**config.mk**
```make
export PLATFORM = sky130hd
export DESIGN_NAME = pwm_input_duty_frequency_meter_core
export DESIGN_NICKNAME = d
export VERILOG_FILES = /design/src/hdl/pwmm_pkg.sv /design/src/hdl/pwmm_div.sv /design/src/hdl/pwm_input_duty_frequency_meter_core.sv
export SDC_FILE = /design/constraint.sdc
export NUM_CORES = 1
export LEC_CHECK = 0
export BUFFER_PORTS_ARGS = -buffer_cell sky130_fd_sc_hd__buf_2
export CAP_MARGIN = 30
export CORE_UTILIZATION = 50
export CTS_CLUSTER_DIAMETER = 30
export CTS_CLUSTER_SIZE = 24
export DETAILED_ROUTE_END_ITERATION = 6
export PLACE_DENSITY_LB_ADDON = 0.25
export SETUP_SLACK_MARGIN = 0.2
export SYNTH_ARGS = -nofsm -noshare
export SYNTH_HDL_FRONTEND = slang
export SYNTH_SLANG_ARGS = --single-unit
```
**constraint.sdc**
```tcl
create_clock -name i_clk -period 8.2 [get_ports i_clk]
set_clock_uncertainty 0.15 [all_clocks]
set_input_delay 1.64 -clock i_clk [delete_from_list [all_inputs] [get_ports i_clk]]
set_output_delay 1.64 -clock i_clk [all_outputs]
set_load 0.03 [all_outputs]
```
**src/hdl/pwmm_pkg.sv**
```systemverilog
// Shared types and constants for the PWM input duty and frequency meter.
// Used by pwmm_div and by pwm_input_duty_frequency_meter_core.
package pwmm_pkg;

    localparam int CNT_W   = 16;          // capture counter width
    localparam int OVF_W   = 16;          // overflow count width
    localparam int TICK_W  = 33;          // measured tick counts
    localparam int FS_W    = 27;          // sampling frequency and frequency result
    localparam int DUTY_W  = 7;           // duty in percent
    localparam int LOST_W  = 16;          // overcapture counters
    localparam int NUM_W   = TICK_W + 6;  // pulse times 100 fits in 39 bits
    localparam int STEP_W  = $clog2(FS_W + 1);
    localparam int CFG_IDX_W = 3;
    localparam int CFG_DATA_W = FS_W;

    localparam logic [FS_W-1:0]   FS_RESET  = FS_W'(8000000);
    localparam logic [DUTY_W-1:0] DUTY_MAX  = DUTY_W'(100);
    localparam logic [STEP_W-1:0] DUTY_STEPS = STEP_W'(DUTY_W);
    localparam logic [STEP_W-1:0] FREQ_STEPS = STEP_W'(FS_W);

    typedef enum logic [CFG_IDX_W-1:0] {
        CFG_SAMPLING_FREQ = 3'd0,
        CFG_WRAP_EN       = 3'd1,
        CFG_FALL_EN       = 3'd2,
        CFG_RISE_EN       = 3'd3
    } t_cfg_idx;

    typedef enum logic [2:0] {
        S_IDLE,
        S_PREP,
        S_DUTY,
        S_FREQ,
        S_EMIT
    } t_state;

    typedef struct packed {
        logic             counter_wrapped;
        logic             falling_valid;
        logic [CNT_W-1:0] falling_count;
        logic             rising_valid;
        logic [CNT_W-1:0] rising_count;
        logic             falling_overcapture;
        logic             rising_overcapture;
    } t_in_item;

    typedef struct packed {
        logic [DUTY_W-1:0] duty_percent;
        logic [FS_W-1:0]   frequency_hz;
        logic [TICK_W-1:0] period_ticks;
        logic [TICK_W-1:0] pulse_ticks;
        logic              measurement_done;
        logic [LOST_W-1:0] falling_lost_count;
        logic [LOST_W-1:0] rising_lost_count;
    } t_out_item;

    // Request to the serial divider. The remainder starts at rem_init and the
    // dividend bits are shifted in MSB first, one per step.
    typedef struct packed {
        logic              start;
        logic [TICK_W-1:0] divisor;
        logic [TICK_W-1:0] rem_init;
        logic [FS_W-1:0]   dividend;
        logic [STEP_W-1:0] steps;
    } t_div_req;

    typedef struct packed {
        logic            done;
        logic [FS_W-1:0] quotient;
    } t_div_rsp;

endpackage

```
**src/hdl/pwmm_div.sv**
```systemverilog
// Bit-serial restoring divider, one quotient bit per clock.
// Depends on pwmm_pkg for the request and response types.
module pwmm_div
    import pwmm_pkg::*;
(
    input  logic     i_clk,
    input  logic     i_rst_n,
    input  t_div_req i_req,
    output t_div_rsp o_rsp
);

    logic [TICK_W-1:0] r_rem, n_rem;
    logic [TICK_W-1:0] r_div;
    logic [FS_W-1:0]   r_dvd;
    logic [FS_W-1:0]   r_quo;
    logic [STEP_W-1:0] r_cnt;
    logic              r_busy;
    logic              r_done;

    logic [TICK_W+1:0] s_diff;
    logic              s_qbit;

    // The remainder stays below the divisor, so twice it plus one bit fits
    // in one extra bit; the top bit of the difference is the borrow.
    always_comb begin
        s_diff = {1'b0, r_rem, r_dvd[FS_W-1]} - {2'b00, r_div};
        s_qbit = !s_diff[TICK_W+1];
        n_rem  = s_qbit ? s_diff[TICK_W-1:0] : {r_rem[TICK_W-2:0], r_dvd[FS_W-1]};
    end

    always_ff @(posedge i_clk) begin
        if (!i_rst_n) begin
            r_busy <= 1'b0;
            r_done <= 1'b0;
            r_cnt  <= '0;
        end else if (i_req.start) begin
            r_busy <= 1'b1;
            r_done <= 1'b0;
            r_cnt  <= i_req.steps;
        end else if (r_busy) begin
            r_cnt  <= r_cnt - 1'b1;
            r_busy <= (r_cnt != STEP_W'(1));
            r_done <= (r_cnt == STEP_W'(1));
        end else begin
            r_done <= 1'b0;
        end
    end

    always_ff @(posedge i_clk) begin
        if (i_req.start) begin
            r_rem <= i_req.rem_init;
            r_div <= i_req.divisor;
            r_dvd <= i_req.dividend;
            r_quo <= '0;
        end else if (r_busy) begin
            r_rem <= n_rem;
            r_dvd <= {r_dvd[FS_W-2:0], 1'b0};
            r_quo <= {r_quo[FS_W-2:0], s_qbit};
        end
    end

    assign o_rsp.done     = r_done;
    assign o_rsp.quotient = r_quo;

endmodule

```
**src/hdl/pwm_input_duty_frequency_meter_core.sv**
```systemverilog
// PWM input meter: pulse width, period, duty in percent and frequency in hertz.
// A request without a rising capture goes from idle to emit; a rising capture goes
// through prep and, unless the pulse exceeds the period, the duty and frequency states
// that run the bit-serial divider (7 steps for duty, 27 for frequency). New requests
// are taken only once emit has moved the result into a free output register.
// Reset is synchronous and active low; it restores the default configuration.
module pwm_input_duty_frequency_meter_core
    import pwmm_pkg::*;
(
    input  logic                  i_clk,
    input  logic                  i_rst_n,
    // input event requests
    input  logic                  i_in_valid,
    output logic                  o_in_ready,
    input  t_in_item              i_in_data,
    // result requests
    output logic                  o_out_valid,
    input  logic                  i_out_ready,
    output t_out_item             o_out_data,
    // configuration writes
    input  logic                  i_cfg_valid,
    output logic                  o_cfg_ready,
    input  logic [CFG_IDX_W-1:0]  i_cfg_index,
    input  logic [CFG_DATA_W-1:0] i_cfg_data
);

    // Configuration registers.
    logic [FS_W-1:0]   r_fs;
    logic              r_wrap_en;
    logic              r_fall_en;
    logic              r_rise_en;

    // Measurement state.
    logic [OVF_W-1:0]  r_fall_ovf, n_fall_ovf;
    logic [OVF_W-1:0]  r_rise_ovf, n_rise_ovf;
    logic [TICK_W-1:0] r_pulse;
    logic [TICK_W-1:0] r_period;
    logic [DUTY_W-1:0] r_duty;
    logic [FS_W-1:0]   r_freq;
    logic [LOST_W-1:0] r_fall_lost;
    logic [LOST_W-1:0] r_rise_lost;
    logic              r_done;

    // Control and output register.
    t_state            r_state, n_state;
    logic              r_out_valid;
    t_out_item         r_out;

    logic              s_in_acc;
    logic              s_fall_hit;
    logic              s_rise_hit;
    logic              s_wrap_hit;
    logic              s_pulse_ok;
    logic              s_out_load;
    logic [TICK_W-1:0] s_fall_ticks;
    logic [TICK_W-1:0] s_rise_ticks;
    logic [NUM_W-1:0]  s_num;
    t_div_req          s_div_req;
    t_div_rsp          s_div_rsp;

    // Configuration writes are always taken: users must send them with the block idle.
    assign o_cfg_ready = 1'b1;

    always_ff @(posedge i_clk) begin
        if (!i_rst_n) begin
            r_fs      <= FS_RESET;
            r_wrap_en <= 1'b1;
            r_fall_en <= 1'b1;
            r_rise_en <= 1'b1;
        end else if (i_cfg_valid) begin
            case (t_cfg_idx'(i_cfg_index))
                CFG_SAMPLING_FREQ: r_fs      <= i_cfg_data[FS_W-1:0];
                CFG_WRAP_EN:       r_wrap_en <= i_cfg_data[0];
                CFG_FALL_EN:       r_fall_en <= i_cfg_data[0];
                CFG_RISE_EN:       r_rise_en <= i_cfg_data[0];
                default: ;
            endcase
        end
    end

    // Event decode for the item on the input. A capture always holds its
    // edge's overflow count still, so the tick counts use the stored counts.
    always_comb begin
        s_in_acc   = i_in_valid && o_in_ready;
        s_wrap_hit = i_in_data.counter_wrapped && r_wrap_en;
        s_fall_hit = i_in_data.falling_valid && r_fall_en;
        s_rise_hit = i_in_data.rising_valid && r_rise_en;
        s_fall_ticks = {1'b0, r_fall_ovf, i_in_data.falling_count} + TICK_W'(1);
        s_rise_ticks = {1'b0, r_rise_ovf, i_in_data.rising_count} + TICK_W'(1);

        if (s_rise_hit) begin
            n_fall_ovf = '0;
        end else if (s_wrap_hit && !i_in_data.falling_valid && r_fall_ovf != '1) begin
            n_fall_ovf = r_fall_ovf + 1'b1;
        end else begin
            n_fall_ovf = r_fall_ovf;
        end

        if (s_rise_hit) begin
            n_rise_ovf = '0;
        end else if (s_wrap_hit && !i_in_data.rising_valid && r_rise_ovf != '1) begin
            n_rise_ovf = r_rise_ovf + 1'b1;
        end else begin
            n_rise_ovf = r_rise_ovf;
        end
    end

    // Pulse times 100 as 64 + 32 + 4 times the pulse.
    always_comb begin
        s_num = {r_pulse, 6'b0} + {1'b0, r_pulse, 5'b0} + {4'b0, r_pulse, 2'b0};
        s_pulse_ok = (r_pulse <= r_period);
    end

    // Next state.
    always_comb begin
        n_state = r_state;
        case (r_state)
            S_IDLE: begin
                if (s_in_acc) begin
                    n_state = s_rise_hit ? S_PREP : S_EMIT;
                end
            end
            S_PREP: begin
                n_state = s_pulse_ok ? S_DUTY : S_EMIT;
            end
            S_DUTY: begin
                if (s_div_rsp.done) begin
                    n_state = S_FREQ;
                end
            end
            S_FREQ: begin
                if (s_div_rsp.done) begin
                    n_state = S_EMIT;
                end
            end
            S_EMIT: begin
                if (!r_out_valid || i_out_ready) begin
                    n_state = S_IDLE;
                end
            end
            default: n_state = S_IDLE;
        endcase
    end

    // State outputs. The duty quotient is known to stay below 128, so the
    // remainder starts with the numerator shifted down by seven bits and
    // only the low seven numerator bits are shifted through the divider.
    always_comb begin
        o_in_ready = 1'b0;
        s_out_load = 1'b0;
        s_div_req  = '0;
        s_div_req.divisor = r_period;
        case (r_state)
            S_IDLE: begin
                o_in_ready = 1'b1;
            end
            S_PREP: begin
                s_div_req.start    = s_pulse_ok;
                s_div_req.rem_init = TICK_W'(s_num[NUM_W-1:DUTY_W]);
                s_div_req.dividend = {s_num[DUTY_W-1:0], (FS_W-DUTY_W)'(0)};
                s_div_req.steps    = DUTY_STEPS;
            end
            S_DUTY: begin
                s_div_req.start    = s_div_rsp.done;
                s_div_req.rem_init = '0;
                s_div_req.dividend = r_fs;
                s_div_req.steps    = FREQ_STEPS;
            end
            S_FREQ: ;
            S_EMIT: begin
                s_out_load = !r_out_valid || i_out_ready;
            end
            default: ;
        endcase
    end

    pwmm_div u_div (
        .i_clk   (i_clk),
        .i_rst_n (i_rst_n),
        .i_req   (s_div_req),
        .o_rsp   (s_div_rsp)
    );

    always_ff @(posedge i_clk) begin
        if (!i_rst_n) begin
            r_state <= S_IDLE;
        end else begin
            r_state <= n_state;
        end
    end

    // Measurement registers. Input updates happen at the accept edge; duty and
    // frequency land later, before emit: divider results, or zero if pulse > period.
    always_ff @(posedge i_clk) begin
        if (!i_rst_n) begin
            r_fall_ovf  <= '0;
            r_rise_ovf  <= '0;
            r_pulse     <= '0;
            r_period    <= '0;
            r_duty      <= '0;
            r_freq      <= '0;
            r_fall_lost <= '0;
            r_rise_lost <= '0;
            r_done      <= 1'b0;
        end else begin
            if (s_in_acc) begin
                r_fall_ovf <= n_fall_ovf;
                r_rise_ovf <= n_rise_ovf;
                r_done     <= s_rise_hit;
                if (s_fall_hit) begin
                    r_pulse <= s_fall_ticks;
                end
                if (s_rise_hit) begin
                    r_period <= s_rise_ticks;
                end
                if (i_in_data.falling_overcapture && r_fall_en) begin
                    r_fall_lost <= r_fall_lost + 1'b1;
                end
                if (i_in_data.rising_overcapture && r_rise_en) begin
                    r_rise_lost <= r_rise_lost + 1'b1;
                end
            end
            if (r_state == S_PREP && !s_pulse_ok) begin
                r_duty <= '0;
                r_freq <= '0;
            end
            if (r_state == S_DUTY && s_div_rsp.done) begin
                r_duty <= s_div_rsp.quotient[DUTY_W-1:0];
            end
            if (r_state == S_FREQ && s_div_rsp.done) begin
                r_freq <= s_div_rsp.quotient;
            end
        end
    end

    // Output register: frees the engine while a result waits downstream.
    always_ff @(posedge i_clk) begin
        if (!i_rst_n) begin
            r_out_valid <= 1'b0;
        end else if (s_out_load) begin
            r_out_valid <= 1'b1;
        end else if (i_out_ready) begin
            r_out_valid <= 1'b0;
        end
    end

    always_ff @(posedge i_clk) begin
        if (s_out_load) begin
            r_out.duty_percent       <= r_duty;
            r_out.frequency_hz       <= r_freq;
            r_out.period_ticks       <= r_period;
            r_out.pulse_ticks        <= r_pulse;
            r_out.measurement_done   <= r_done;
            r_out.falling_lost_count <= r_fall_lost;
            r_out.rising_lost_count  <= r_rise_lost;
        end
    end

    assign o_out_valid = r_out_valid;
    assign o_out_data  = r_out;

`ifndef SYNTHESIS
    // The duty can never exceed one hundred percent.
    a_duty_range: assert property (@(posedge i_clk) disable iff (!i_rst_n)
        r_duty <= DUTY_MAX)
        else $error("duty above 100 percent");

    // The divider only finishes while the sequencer waits for it.
    a_div_done_state: assert property (@(posedge i_clk) disable iff (!i_rst_n)
        s_div_rsp.done |-> (r_state == S_DUTY || r_state == S_FREQ))
        else $error("divider finished outside a division state");

    // An accepted item blocks further input until it has been emitted.
    a_one_at_a_time: assert property (@(posedge i_clk) disable iff (!i_rst_n)
        s_in_acc |=> !o_in_ready)
        else $error("input accepted while an item is in flight");
`endif

endmodule

```
==> summary.md, run 1 <==
| Metric | Value |
|---|---|
| Setup Crit Path Kind | `reg2reg` |
| Initial antenna violation count | `3` |
| Synth cell types | `77` |
| H-tree depth | `3` |
| TritonCTS clock tree | `done` |
| GRT Total Usage | `0.265` |
| Flops & latches, synth | `approximately 460` |
| Post-synthesis sequential area ratio | `0.515` |
| Slew at the pin closest to its max-slew limit | `between 1 and 1.5 ns` |
| Post_cts resized | `0` |
| Final WL | `59.4 mm` |
| Crit-path cells | `ha_1, nand3_1, nor4_1, and2_1, nand2_1, o31ai_1, nand3_2, buf_4, nand2_4, buf_4, nor2_1, a221o_1` |
| Multi-input gate area | `roughly 10,000 µm²` |
| Max Slew Vio Count | `0` |
| Syn_nets | `around 2,400` |
| Congestion Overflow GR | `0` |
| CP max stage delay | `just under 0.8 ns` |
| Root Buffer | `clkbuf_16` |
| Max-cap violations | `0` |
| Rows | `76` |
| CP top delay family | `simple AND/OR/NAND/NOR gates` |
| Final worst-path cycle share | `0.603` |
| Commonest non-fill, non-tap cell in the layout | `nor2_1` |
| R2R Path Start | `r_pulse[7]` |
| Total Power Consumption | `8.14 mW` |
| Critical Path Sink | `u_div.r_rem[16]` |
| CP Data Arrival Time | `around 5.2 ns` |
| # IOs | `~210` |
| Setup violators final | `0` |
| Antenna Nets Post-Route | `0` |
| Post-Syn Instances | `between 2,000 and 2,500` |
| Worst hold start | `r_freq[22]` |
| Syn. warnings | `0` |
| P_leak | `~11 nW` |
| Worst-case clock buffer depth | `3` |
| Via density | `roughly 5.7` |
| Iteration-0 DRC Markers | `approximately 1,400` |
| Most frequent cells in the layout | `239 x nor2_1, 232 x dfxtp_1, 226 x edfxtp_1, 206 x buf_2, 204 x nand2_1` |
| Reg2reg end | `u_div.r_rem[16]` |
| Drt drc | `0` |
| Final Cell Area | `~27,000 µm²` |
| CTS sink count | `roughly 460` |
| Post-Syn Area per Cell | `between 10 and 15 µm²` |
| CTS buffer count | `91` |
| Seq. cell area | `11,500 µm²` |
| Prevailing post-synth register cell | `dfxtp_1` |
| HP Class | `reg2reg` |
| Fraction of layout cells with a size suffix above 1 | `0.169` |
| Crit path depth | `12` |
| Clock slew at reported path FFs | `0.05 ns` |
| Gp weighted congestion | `roughly 0.94` |
| Vias in the first global route | `around 17,000` |
| Area Growth Syn to Fin | `22.2%` |
| Cell Area, Placed | `between 20,000 and 25,000 µm²` |
| Vias | `~17,000` |
| Cell Area, Synth | `~22,000 µm²` |
| RSZ-0062 raised after global routing | `false` |
| Largest net degree at the start of global routing | `95` |
| Die width | `roughly 210 µm` |
| Post-synth EDFFs | `between 200 and 250` |
| Buffers on Ports | `206` |
| Relative slew slack | `0.305` |
| Data required, critical path | `approximately 8.4 ns` |
| Worst skew pair latency | `0.63 ns` |
| R2R setup slack | `3.25 ns` |
| Setup crit end kind | `flip-flop` |
| Peak supply drop | `~0.00026 V` |
| CORE AREA | `roughly 43,000 µm²` |
| # diodes | `0` |
| Endpoints failing hold | `0` |
| Initial Utilization | `0.512` |
| PwrDens | `roughly 300 nW/µm²` |
| Worst Hold Slack | `approximately 0.28 ns` |
| CP bufs+invs | `2` |
| Status | `finished, final reports clean` |
| Crit start category | `flip-flop` |
| Asr flop ratio synth | `0` |
| Die span in y | `around 210 µm` |
| # fillers | `around 3,500` |
| Minimum clock period | `roughly 4.9 ns` |
| CP max-delay cell | `buf_4` |
| Fin nets | `2,580` |
| Wirelength per Cell | `roughly 20 µm` |
| Die Footprint | `around 45,000 µm²` |
| Initial DRT Pass Iterations | `5` |
| Maximum clock rate | `0.202 GHz` |
| Hold_buf cts | `0` |
| First-pass GRT wire length | `93.2 mm` |
| Final setup TNS | `0 ns` |
| Max FO, Critical Path | `around 70` |
| Worst R2R Path Depth | `12` |
| Most used cell, CP | `buf_4` |
| Post-DP HPWL | `41.7 mm` |
| Worst setup path startpoint | `r_pulse[7]` |
| Post-CTS setup buffer count | `0` |
## per-layer routing
layer	global-route usage	routed length (µm)	vias to the layer above
li1	-	-	8206
met1	0.352	26000	8436
met2	0.430	28200	534
met3	0.0518	3640	105
met4	0.0965	1520	4
met5	0	23	-
## cells in the mapped netlist (10+ instances only)
master | n | share of area
a211oi_1 | 57 | 0.019
a21o_1 | 37 | 0.012
a21oi_1 | 112 | 0.025
a22oi_1 | 34 | 0.011
a311oi_1 | 12 | 0.0047
a31oi_1 | 10 | 0.0028
and3_1 | 32 | 0.0090
clkbuf_1 | 86 | 0.015
dfxtp_1 | 233 | 0.21
edfxtp_1 | 226 | 0.31
fa_1 | 31 | 0.028
ha_1 | 110 | 0.062
inv_1 | 97 | 0.016
mux2i_1 | 52 | 0.023
nand2_1 | 205 | 0.035
nand2b_1 | 14 | 0.0039
nand3_1 | 96 | 0.022
nand4_1 | 33 | 0.0093
nor2_1 | 240 | 0.040
nor2b_1 | 14 | 0.0039
nor3_1 | 23 | 0.0052
o21a_1 | 11 | 0.0037
o21ai_0 | 55 | 0.012
o22ai_1 | 26 | 0.0073
or3_1 | 23 | 0.0065
xnor2_1 | 69 | 0.027
xor2_1 | 85 | 0.033
## metrics by stage
step,utilization,cells,worst slack (ns)
finish,0.626,3031,3.25
global route,0.626,3031,2.88
CTS,0.624,3029,3.31
detailed placement,0.548,2857,3.36
global placement,0.546,2854,3.59
floorplan,-,2147,2.67
## final cells by class
cell class / instances / area share
tap: 585 / 0.0269
inverter: 97 / 0.0135
clock inverter: 70 / 0.0347
clock buffer: 102 / 0.0872
multi-input combinational: 1495 / 0.371
timing repair buffer: 223 / 0.0458
sequential: 459 / 0.421
## where the power goes
| part | switching, mW | total [mW] | internal, mW |
|---|---|---|---|
| sequential | 0.151 | 2.80 | 2.65 |
| clock | 1.34 | 3.91 | 2.57 |
| combinational | 0.885 | 1.42 | 0.539 |
| total | 2.38 | 8.14 | 5.76 |
## worst min path at each step
stage,end,cells after the start
6_report,o_out_data[121],0
5_1_grt,o_out_data[114],0
4_1_cts,o_out_data[121],0
3_5_place_dp,o_out_data[99],0
3_3_place_gp,o_out_data[112],0
2_1_floorplan,o_out_data[126],0
## cells by family after synthesis
family	Yosys count	synth area share
AOI/OAI and AO/OA	426	0.128
xor gates and xnor gates	154	0.0606
adders and majority gates	141	0.0898
buffers and inverters	193	0.0341
DFF	459	0.515
muxes	53	0.0239
other	1	0.000169
and+or+nand+nor	720	0.149
## flip-flops by register name (all words and copies together), names as in the netlist, 27 cells and up
signal	flops
r_period	33
r_freq	27
u_div.r_rem	33
r_fs	27
u_div.r_div	33
o_out_data	133
u_div.r_quo	27
r_pulse	33
u_div.r_dvd	27
No activity file was read; power rests on OpenSTA's default activity.
==> inputs of run 2 (changes only) <==
==> constraint.sdc (replaced) <==
create_clock -name i_clk -period 4.4 [get_ports i_clk]
set_clock_uncertainty 0.15 [all_clocks]
set_input_delay 0.88 -clock i_clk [delete_from_list [all_inputs] [get_ports i_clk]]
set_output_delay 0.88 -clock i_clk [all_outputs]
set_load 0.03 [all_outputs]
==> run 2 against run 1 <==
Compared with the run above:
- sequential power up 86%
- worst hold slack about the same
- fmax up 26%
==> summary.md, run 2 (same netlist as run 1, synthesis figures left out) <==
| Metric | Value |
|---|---|
| Status | `finished, final reports clean` |
| Rows | `76 (unchanged)` |
| Share of power burned in combinational logic | `0.177 (+0.002)` |
| Hold_buf cts | `0 (unchanged)` |
| Worst setup path startpoint | `u_div.r_dvd[26]` |
| Buffers on Ports | `206 (unchanged)` |
| Wirelength per Cell | `19.1 µm (-2.7%)` |
| Congestion Overflow GR | `0 (unchanged)` |
| Worst hold start | `r_freq[26]` |
| Crit start category | `flip-flop` |
| Gp weighted congestion | `0.955 (+1.9%)` |
| Hold endpoint | `o_out_data[125]` |
| Final worst-path cycle share | `0.894 (+0.291)` |
| WHS Path Cells | `0 (unchanged)` |
| CTS buffer count | `94 (+3.3%)` |
| Largest net degree at the start of global routing | `95 (unchanged)` |
| Initial Utilization | `0.512 (unchanged)` |
| CORE AREA | `43,500 µm² (unchanged)` |
| Setup Crit Path Kind | `reg2reg` |
| Setup ws final | `0.468 ns (-2.79 ns)` |
| Fin nets | `2,600 (+0.78%)` |
| Post-DP HPWL | `40.8 mm (-2.3%)` |
| Setup crit end kind | `flip-flop` |
| Setup violators final | `0 (unchanged)` |
| Initial DRT Pass Iterations | `6 (+1)` |
| First-pass GRT wire length | `91.9 mm (-1.4%)` |
| Psw | `4.28 mW (+80%)` |
| Max Slew Vio Count | `0 (unchanged)` |
| Fraction of layout cells with a size suffix above 1 | `0.176 (+0.00626)` |
| Clock slew at reported path FFs | `0.05 ns (about the same)` |
| Worst R2R Path Depth | `12 (unchanged)` |
| # IOs | `208 (unchanged)` |
| RSZ-0062 raised after global routing | `false` |
| Worst skew pair latency | `0.62 ns (about the same)` |
| Die width | `213 µm (unchanged)` |
| Vias in the first global route | `16,849 (-0.57%)` |
| Drt drc | `0 (unchanged)` |
| # diodes | `0 (unchanged)` |
| Crit-path cells | `inv_1, ha_1, fa_1, nor2b_1, o31ai_1, a2111oi_2, o21ai_1, a31oi_2, a311o_2, and2_4, nor2_2, a221o_1` |
| CP max stage delay | `0.49 ns (-0.28 ns)` |
| Antenna Nets Post-Route | `0 (unchanged)` |
| Most frequent cells in the layout | `239 x nor2_1, 229 x dfxtp_1, 226 x edfxtp_1, 206 x buf_2, 204 x nand2_1` |
| Root Buffer | `clkbuf_16` |
| Switching Fraction | `0.282 (-0.00961)` |
| CP top delay family | `compound AO/OA/AOI/OAI gates` |
| Iteration-0 DRC Markers | `1,283 (-11%)` |
| Commonest non-fill, non-tap cell in the layout | `nor2_1` |
| H-tree depth | `3 (unchanged)` |
| Max FO, Critical Path | `27 (-62%)` |
| Endpoints failing hold | `0 (unchanged)` |
| Initial antenna violation count | `1 (-2)` |
| Max-cap violations | `0 (unchanged)` |
| CP max-delay cell | `and2_4` |
| Reg2reg end | `u_div.r_rem[9]` |
| CTS sink count | `459 (unchanged)` |
| Placement Setup Slack | `0.427 ns (-2.93 ns)` |
| Minimum clock period | `3.93 ns (-1.01 ns)` |
| Area Growth Syn to Fin | `22.8%` |
| Worst Hold Slack | `0.282 ns (-0.000393 ns)` |
| CP bufs+invs | `1 (-1)` |
| P_leak | `11.0 nW (+1.1%)` |
| Clock Power Share | `0.479 (-0.002)` |
| Max reg flops | `133 (unchanged)` |
| CP Data Arrival Time | `4.14 ns (-1.02 ns)` |
| Die Footprint | `45,300 µm² (unchanged)` |
| Data required, critical path | `4.60 ns (-3.81 ns)` |
| Slew at the pin closest to its max-slew limit | `1.01 ns (-0.00908 ns)` |
| Final setup TNS | `0 ns (unchanged)` |
| Internal | `10.9 mW (+89%)` |
| Via density | `5.63 (-1.3%)` |
| Worst-case clock buffer depth | `3 (unchanged)` |
| R2R setup slack | `0.47 ns (-2.79 ns)` |
| TritonCTS clock tree | `done` |
| R2R Path Start | `u_div.r_dvd[26]` |
| PwrDens | `555 nW/µm² (+85%)` |
| Seq pwr share | `0.343 (about the same)` |
| Relative slew slack | `0.328 (+0.0236)` |
| Vias | `17,177 (-0.62%)` |
| HP Class | `reg2reg` |
| Maximum clock rate | `0.254 GHz (+26%)` |
| Final WL | `58.2 mm (-2.1%)` |
| Peak supply drop | `0.000345 V (+35%)` |
| Die span in y | `213 µm (unchanged)` |
| GRT Total Usage | `0.261 (-0.00432)` |
| # fillers | `3,495 (-0.086%)` |
run 2: worst max-delay path by stage:
| stage | slack [ns] | cells after the start | endpoint |
|---|---|---|---|
| floorplan | 0.45 | 10 | u_div.r_div[0] |
| global placement | 0.40 | 12 | u_div.r_dvd[16] |
| detailed placement | 0.43 | 12 | u_div.r_rem[16] |
| CTS | 0.36 | 12 | u_div.r_rem[16] |
| global route | 0.21 | 11 | u_div.r_rem[21] |
| finish | 0.47 | 12 | u_div.r_rem[9] |
run 2: cell type report:
class,count,area [µm²],share of cell area
clock buffer,121,2660,0.0974
clock inverter,55,654,0.0240
multi-input combinational,1495,10100,0.369
timing repair buffer,240,1360,0.0499
inverter,97,367,0.0134
tap,585,732,0.0268
sequential,459,11500,0.419
run 2: through the flow:
stage                     utilization  total power, mW  cells  cell area (µm²)
after detailed placement        0.552             7.93   2876            24000
after CTS                       0.628             15.2   3052            27300
after floorplan                     -             7.14   2147            22200
after global placement          0.551             7.86   2874            23900
final                           0.629             15.2   3052            27300
after global routing            0.629             15.8   3052            27300
run 2: layer usage:
| layer | routed length, µm | track usage | vias to the layer above |
|---|---|---|---|
| met4 | 1510 | 0.0995 | 2 |
| li1 | - | - | 8240 |
| met1 | 26200 | 0.360 | 8329 |
| met2 | 27200 | 0.410 | 512 |
| met5 | 17 | 0 | - |
| met3 | 3330 | 0.0437 | 94 |
run 2: what timing repair did:
item / CTS / global route
buffers inserted: 0 / 0
gates resized for setup: 0 / 6
endpoints found under the setup margin: 0 / 8
run 2: power by group through the flow:
stage	sequential [mW]	combinational, mW	clock [mW]
after CTS	5.21	2.67	7.35
after global routing	5.25	2.95	7.58
final	5.21	2.69	7.27
after floorplan	5.35	1.79	0
after detailed placement	5.28	2.65	0
after global placement	5.28	2.58	0
==> inputs of run 3 (changes only) <==
--- a/config.mk
+++ b/config.mk
@@ -13,6 +13,7 @@
 export DETAILED_ROUTE_END_ITERATION = 6
 export PLACE_DENSITY_LB_ADDON = 0.25
 export SETUP_SLACK_MARGIN = 0.2
+export SKIP_CTS_REPAIR_TIMING = 1
 export SYNTH_ARGS = -nofsm -noshare
 export SYNTH_HDL_FRONTEND = slang
 export SYNTH_SLANG_ARGS = --single-unit
==> constraint.sdc (replaced) <==
create_clock -name i_clk -period 4.7 [get_ports i_clk]
set_clock_uncertainty 0.15 [all_clocks]
set_input_delay 0.94 -clock i_clk [delete_from_list [all_inputs] [get_ports i_clk]]
set_output_delay 0.94 -clock i_clk [all_outputs]
set_load 0.03 [all_outputs]
==> run 3 against run 2 <==
Compared with the run above:
- largest cell class unchanged
- first-iteration DRC count fell by 12%
- highest routed layer unchanged
- worst setup slack got worse by 0.070 ns
- register-to-register slack got worse by 0.07 ns
- largest power group unchanged
==> summary.md, run 3 (same netlist as run 1, synthesis figures left out) <==
| Metric | Value |
|---|---|
| Largest net degree at the start of global routing | `86 (-9.5%)` |
| Final setup TNS | `0 ns (unchanged)` |
| Status | `finished, final reports clean` |
| Die span in y | `213 µm (unchanged)` |
| Vias in the first global route | `16,887 (+0.23%)` |
| Worst hold start | `r_freq[1]` |
| CORE AREA | `43,500 µm² (unchanged)` |
| Data required, critical path | `4.92 ns (+0.32 ns)` |
| Met2 usage | `0.416 (+0.00539)` |
| # fillers | `3,490 (-0.14%)` |
| P_leak | `11.0 nW (+0.19%)` |
| Maximum clock rate | `0.232 GHz (-8.6%)` |
| Worst skew pair latency | `0.65 ns (+0.03 ns)` |
| Setup Crit Path Kind | `reg2reg` |
| Via density | `5.63 (about the same)` |
| R2R Path Start | `r_period[17]` |
| Multi-input gate area | `10,100 µm² (-0.12%)` |
| Max Slew Vio Count | `0 (unchanged)` |
| Relative slew slack | `0.321 (-0.00699)` |
| Initial DRT Pass Iterations | `7 (+1)` |
| CP max-delay cell | `buf_4` |
| Psw | `4.13 mW (-3.6%)` |
| Minimum clock period | `4.30 ns (+0.370 ns)` |
| Endpoints failing hold | `0 (unchanged)` |
| Met1 Use GR | `0.348 (-0.0121)` |
| CP max stage delay | `0.59 ns (+0.10 ns)` |
| Initial antenna violation count | `1 (unchanged)` |
| Switching Fraction | `0.285 (+0.00318)` |
| Worst R2R Path Depth | `11 (-1)` |
| CP top delay family | `simple AND/OR/NAND/NOR gates` |
| GRT Total Usage | `0.260 (-0.00139)` |
| Final worst-path cycle share | `0.915 (+0.0217)` |
| Die Footprint | `45,300 µm² (unchanged)` |
| CTS buffer count | `99 (+5.3%)` |
| HP Class | `reg2reg` |
| Final WL | `58.2 mm (about the same)` |
| Most frequent cells in the layout | `239 x nor2_1, 232 x dfxtp_1, 226 x edfxtp_1, 206 x buf_2, 204 x nand2_1` |
| Placement Setup Slack | `0.518 ns (+0.0908 ns)` |
| Buffers on Ports | `206 (unchanged)` |
| Reg2reg end | `u_div.r_rem[10]` |
| Drt drc | `0 (unchanged)` |
| Worst Hold Slack | `0.277 ns (-0.00550 ns)` |
| Most Crowded Layer GR | `met2` |
| Max FO, Critical Path | `57 (+110%)` |
| Hold endpoint | `o_out_data[100]` |
| Root Buffer | `clkbuf_16` |
| Wirelength per Cell | `19.0 µm (about the same)` |
| Non-Filler Instances | `3,055 (+0.098%)` |
| Setup ws final | `0.398 ns (-0.0700 ns)` |
| Crit-path cells | `inv_1, ha_1, nand4_1, nor4_1, nand2_1, a21oi_1, o211ai_1, nand3_2, buf_4, nor2_1, a221o_1` |
| Setup violators final | `0 (unchanged)` |
| Setup crit end kind | `flip-flop` |
| Share of power burned in combinational logic | `0.172 (-0.005)` |
| H-tree depth | `3 (unchanged)` |
| Max reg flops | `133 (unchanged)` |
| CP bufs+invs | `2 (+1)` |
| Slew at the pin closest to its max-slew limit | `1.02 ns (+0.00803 ns)` |
| # diodes | `0 (unchanged)` |
| Area Growth Syn to Fin | `23.4%` |
| Inst Count DP | `2,868 (-0.28%)` |
| WHS Path Cells | `0 (unchanged)` |
| Fin nets | `2,597 (-0.12%)` |
| R2R setup slack | `0.40 ns (-0.07 ns)` |
| M3 GR Usage | `0.0563 (+0.0126)` |
| Crit path depth | `11 (-1)` |
| Antenna Nets Post-Route | `0 (unchanged)` |
| PwrDens | `527 nW/µm² (-5.1%)` |
| Commonest non-fill, non-tap cell in the layout | `nor2_1` |
| Clock slew at reported path FFs | `0.05 ns (about the same)` |
| Vias | `17,193 (+0.093%)` |
| # IOs | `208 (unchanged)` |
| Clock Power Share | `0.490 (+0.011)` |
| Rows | `76 (unchanged)` |
| Internal | `10.3 mW (-5.1%)` |
| Max-cap violations | `0 (unchanged)` |
| Gp weighted congestion | `0.919 (-3.8%)` |
| CP Data Arrival Time | `4.52 ns (+0.38 ns)` |
| Congestion Overflow GR | `0 (unchanged)` |
| Post-DP HPWL | `40.9 mm (+0.29%)` |
| First-pass GRT wire length | `91.1 mm (-0.80%)` |
| Peak supply drop | `0.000392 V (+13%)` |
| Initial Utilization | `0.512 (unchanged)` |
| Die width | `213 µm (unchanged)` |
| Worst-case clock buffer depth | `3 (unchanged)` |
| TritonCTS clock tree | `done` |
| RSZ-0062 raised after global routing | `false` |
| Seq. cell area | `11,500 µm² (about the same)` |
| CTS sink count | `459 (unchanged)` |
| Seq pwr share | `0.339 (-0.004)` |
| Crit start category | `flip-flop` |
| Fraction of layout cells with a size suffix above 1 | `0.172 (-0.00345)` |
| Iteration-0 DRC Markers | `1,125 (-12%)` |
run 3: layer usage:
metal  vias to the layer above  share of wire
li1                       8234              -
met4                         2          0.024
met1                      8394           0.45
met5                         -        0.00028
met3                        87          0.057
met2                       476           0.47
run 3: how the worst max path moves through the flow:
stage                     slack [ns]          from              end
after floorplan                 0.75   r_pulse[22]   u_div.r_div[0]
after global placement          0.56    r_pulse[1]  u_div.r_rem[13]
after detailed placement        0.52    r_pulse[1]  u_div.r_rem[13]
after CTS                       0.51    r_pulse[1]  u_div.r_rem[13]
after global routing            0.29   r_pulse[24]  u_div.r_rem[10]
final                           0.40  r_period[17]  u_div.r_rem[10]
run 3: final cells by class:
type | count | area share
flip-flops and latches | 459 | 0.417
multi-input cells | 1495 | 0.367
clock buffers | 129 | 0.0999
repair buffers | 232 | 0.0475
clock inverters | 58 | 0.0283
well taps | 585 | 0.0267
inverters | 97 | 0.0134
run 3: power by group through the flow:
stage                     clock network, mW  logic, mW  registers, mW
after detailed placement                  0       2.44           4.96
final                                  7.08       2.48           4.90
after CTS                              7.16       2.47           4.90
after floorplan                           0       1.67           5.01
after global routing                   7.37       2.71           4.93
after global placement                    0       2.39           4.96
run 3: worst reg2reg max path: stages, from the launching register on:
cell	delay [ns]
dfxtp_1	0.54
inv_1	0.09
ha_1	0.29
nand4_1	0.13
nor4_1	0.57
nand2_1	0.13
a21oi_1	0.47
o211ai_1	0.31
nand3_2	0.19
buf_4	0.59
nor2_1	0.26
a221o_1	0.32
run 3: metrics by stage:
stage	total power, mW	instance area (µm²)	utilization
floorplan	6.68	22200	-
global placement	7.34	23900	0.549
detailed placement	7.40	23900	0.551
CTS	14.5	27400	0.632
global route	15.0	27400	0.632
finish	14.5	27400	0.632
